## config.mk

```make
export PLATFORM = sky130hd
export DESIGN_NAME = asmdu_front
export DESIGN_NICKNAME = d
export VERILOG_FILES = /design/src/sv/asmdu_pkg.sv /design/src/sv/asmdu_front.sv
export SDC_FILE = /design/constraint.sdc
export NUM_CORES = 1
export LEC_CHECK = 0
export BUFFER_PORTS_ARGS = -buffer_cell sky130_fd_sc_hd__buf_2
export CAP_MARGIN = 5
export CORE_MARGIN = 1
export CORE_UTILIZATION = 50
export CTS_CLUSTER_DIAMETER = 50
export DETAILED_ROUTE_END_ITERATION = 7
export HOLD_SLACK_MARGIN = 0.12
export PLACE_DENSITY = 0.83
export REMOVE_ABC_BUFFERS = 1
export SLEW_MARGIN = 20
export SYNTH_ARGS = -nofsm -noshare
export SYNTH_HDL_FRONTEND = slang
export SYNTH_SLANG_ARGS = --single-unit
```

## constraint.sdc

```tcl
create_clock -name clk -period 7.5 [get_ports clk]
set_clock_uncertainty 0.15 [all_clocks]
set_input_delay 1.5 -clock clk [delete_from_list [all_inputs] [get_ports clk]]
set_output_delay 1.5 -clock clk [all_outputs]
set_load 0.1 [all_outputs]
```

## src/sv/asmdu_pkg.sv

```systemverilog
`default_nettype none
package asmdu_pkg;

    localparam logic [1:0] KIND_ADD = 2'd0;
    localparam logic [1:0] KIND_SUB = 2'd1;
    localparam logic [1:0] KIND_MUL = 2'd2;
    localparam logic [1:0] KIND_DIV = 2'd3;

    localparam int WORD_BITS = 32;

    typedef struct packed {
        logic [1:0]            kind;
        logic [WORD_BITS-1:0]  operand_a;
        logic [WORD_BITS-1:0]  operand_b;
    } request_t;

    typedef struct packed {
        logic [WORD_BITS-1:0]  result_low;
        logic [WORD_BITS-1:0]  result_high;
    } result_t;

    typedef enum logic [1:0] {
        OP_ADD,
        OP_SUB,
        OP_MUL,
        OP_DIV
    } op_t;

    typedef struct packed {
        op_t                   op;
        logic [WORD_BITS-1:0]  a;
        logic [WORD_BITS-1:0]  b;
    } entry_t;

    typedef struct packed {
        logic    valid;
        entry_t  entry;
    } head_t;

endpackage
`default_nettype wire

```

## src/sv/asmdu_front.sv

```systemverilog
`default_nettype none
module asmdu_front (
    input  wire logic                clk,
    input  wire logic                rst_n,
    input  wire logic                start,
    input  wire asmdu_pkg::request_t request,
    output logic                     busy,
    output asmdu_pkg::head_t         head
);

    asmdu_pkg::entry_t mem_reg [2];
    logic [1:0]        count_reg, count_next;
    logic              rd_reg, rd_next;
    logic              wr_reg, wr_next;
    logic              push, pop;
    asmdu_pkg::entry_t decoded;

    always_comb
    begin
        decoded.a = request.operand_a;
        decoded.b = request.operand_b;
        unique case (request.kind)
            asmdu_pkg::KIND_ADD: decoded.op = asmdu_pkg::OP_ADD;
            asmdu_pkg::KIND_SUB: decoded.op = asmdu_pkg::OP_SUB;
            asmdu_pkg::KIND_MUL: decoded.op = asmdu_pkg::OP_MUL;
            default:             decoded.op = asmdu_pkg::OP_DIV;
        endcase
    end

    assign busy = (count_reg == 2'd2);
    assign push = start && !busy;
    assign pop  = (count_reg != 2'd0);

    always_comb
    begin
        count_next = count_reg + 2'(push) - 2'(pop);
        rd_next    = rd_reg ^ pop;
        wr_next    = wr_reg ^ push;
    end

    always_ff @(posedge clk or negedge rst_n)
    begin
        if (!rst_n)
        begin
            count_reg <= 2'd0;
            rd_reg    <= 1'b0;
            wr_reg    <= 1'b0;
        end
        else
        begin
            count_reg <= count_next;
            rd_reg    <= rd_next;
            wr_reg    <= wr_next;
        end
    end

    always_ff @(posedge clk)
    begin
        if (push)
        begin
            mem_reg[wr_reg] <= decoded;
        end
    end

    assign head.valid = pop;
    assign head.entry = mem_reg[rd_reg];

endmodule
`default_nettype wire

```

==> results.md <==
* Max FFs per register at 132
* Number of max-cap violations at 0
* CTS tree: built
* Crit path buf inv count at 1
* Routing usage on met2 at 26.6%
* RSZ-0062 raised after global routing: no
* Via count at 2,498
* Worst-path fanout max at 67
* Cell count after synthesis at 223
* Worst-path cell chain: mux2_2 > buf_2
* GRT met1 Usage at 17.3%
* Ports at 137
* Synth warn at 0
* Starting Density at 51.6%
* Setup crit end kind: output pin
* Slowest cell on the critical path: dfrtp_4
* Htree depth at 4
* Fin. max-slew vios at 0
* Final min period at 4.10 ns
* Layout cells sized above 1 at 61.2%
* Clock Latency Late Sink at 0.51 ns
* First-pass GRT wire length at 11.8 mm
* Routed len/inst at 15.7 µm
* CP required at 5.85 ns
* Cell taking the most area after synthesis: edfxtp_1
* Die Wd at 103 µm
* Total GRT Usage at 15.9%
* Worst min-delay path class: flop to flop
* Met3 usage at 7.32%
* DRT Pass-1 Iters at 4
* Commonest non-fill, non-tap cell in the layout: buf_2
* Antenna viol nets, final at 0
* Crit-path leading delay family: flip-flops
* Final net count at 439
* Max Root-Sink Buffers at 2
* DRT Wirelength at 8.05 mm
* DP Wirelength at 4.87 mm
* DIE AREA at 0.0105 mm²
* TritonCTS Sinks at 136
* CP peak stage delay at 1.11 ns
* Vias in the first global route at 2,520
* Resized cells post-CTS at 0
* Final setup violation count at 0
* Congestion Overflow GR at 0
* RePlAce Congestion at 0.675
* Area share of the largest cell type after synthesis at 78.2%
* Crit path launch type: flop
* Area of the multi-input gates at 946 µm²
* Largest net degree at the start of global routing at 68
* Initial DRC Count at 51
* Top cells by area, synth: edfxtp_1, mux2_4, mux2_2
* # rows at 36
* CTS Buf Count at 17
* FF+latch count, synth at 136
* Area Growth Syn to Fin at 27.7%
* Fin Setup TNS at 0 ns
* Outcome: complete, no violations
* Syn Area/Cell at 22.7 µm²
* Buffer count from post-CTS setup fixing at 0
* Worst-Margin Slew at 1.07 ns
* Drt via density at 4.86
* Fmax achieved at 244 MHz
* Crit Path Class: flop to output pin
* Final Hold Fails at 0
* Top Usage Layer GRT: met2
* Antenna Cells at 0
* Distinct cell type count after synthesis at 14
* Final period utilization at 54.7%
* Die H at 103 µm
* Sequential-to-total area share from yosys stat at 80.2%
* Reg clk slew, reported paths at 0.06 ns
* Fill cell count at 729
* Seq. cell area at 0.00407 mm²
* Initial antenna violation count at 0
* Port-buffer cells at 136
* Post-Syn Area at 0.00507 mm²
* CTS hold repair buffers at 0
* Clock root buffer: clkbuf_8
* Post-route DRC at 0
* Slew HR at 28.6%
* Commonest non-fill, non-tap cells in the layout: buf_2, edfxtp_1, mux2_2, mux2_4, clkbuf_16
* Core area at 0.00982 mm²
* Crit path DAT at 2.45 ns
[per-layer routing]
metal  wire length, µm  vias to the layer above  part of all wire [%]
li1                  -                     1165                     -
met1              3210                     1223                    40
met2              4190                      102                    52
met3               594                        8                   7.4
met4                62                        0                  0.77
met5                 0                        -                     0
[synthesized netlist by cell type, drive strengths merged]
cell type	instances
and2	2
buf	8
clkbuf	2
dfrtp	4
edfxtp	132
ha	2
inv	3
mux2	66
nand2b	2
or2	1
xor2	1
[worst register-to-register path, cell delays in order, from the launching register on]
cell      delay, ns
dfrtp_1        0.39
nand2b_1       0.12
and2_1         0.24
ha_4           0.77
[cell type report]
cell class                      instances  area share, %
Multi-Input combinational cell         74           14.6
Clock inverter                         15           2.82
Inverter                                3          0.174
Clock buffer                           17           6.40
Sequential cell                       136           62.9
Tap cell                              133           2.57
Timing Repair Buffer                  136           10.5
[cell families (layout without fill, tap and decap cells)]
logic type / Yosys count / in the layout / synth area share, %
DFF: 136 / 136 / 80.2
muxes: 66 / 66 / 16.9
buffers and inverters: 13 / 171 / 1.63
and+or+nand+nor: 5 / 5 / 0.617
adders and majority gates: 2 / 2 / 0.494
xor gates and xnor gates: 1 / 1 / 0.173
[metrics by stage]
stage                     cell area [µm²]  hold slack, ns  std cells  worst slack (ns)  util, %
after CTS                            6470           0.360        514              3.37     65.9
final                                6470           0.357        514              3.40     65.9
after detailed placement             5870           0.345        482              3.93     59.8
after floorplan                      5000           0.313        213              3.05        -
after global routing                 6470           0.371        514              3.29     65.9
after global placement               5870           0.326        482              3.96     59.8
[path summary, 6_finish.rpt]
check	from	end	slack, ns	cells past startpoint
max in group asynchronous	rst_n	rd_reg$_DFF_PN0_	6.43	1
setup / recovery	rd_reg$_DFF_PN0_	head[11]	3.40	2
min in group asynchronous	rst_n	rd_reg$_DFF_PN0_	0.63	1
setup reg to reg	count_reg[1]$_DFF_PN0_	mem_reg[1][0]$_DFFE_PP_	5.39	3
hold / removal	count_reg[0]$_DFF_PN0_	count_reg[1]$_DFF_PN0_	0.36	1
hold reg to reg	count_reg[0]$_DFF_PN0_	count_reg[1]$_DFF_PN0_	0.36	1
Power is left out: the tool's default activity adds up to more than one toggle a clock period on the data nets, which glitch-free logic cannot reach.
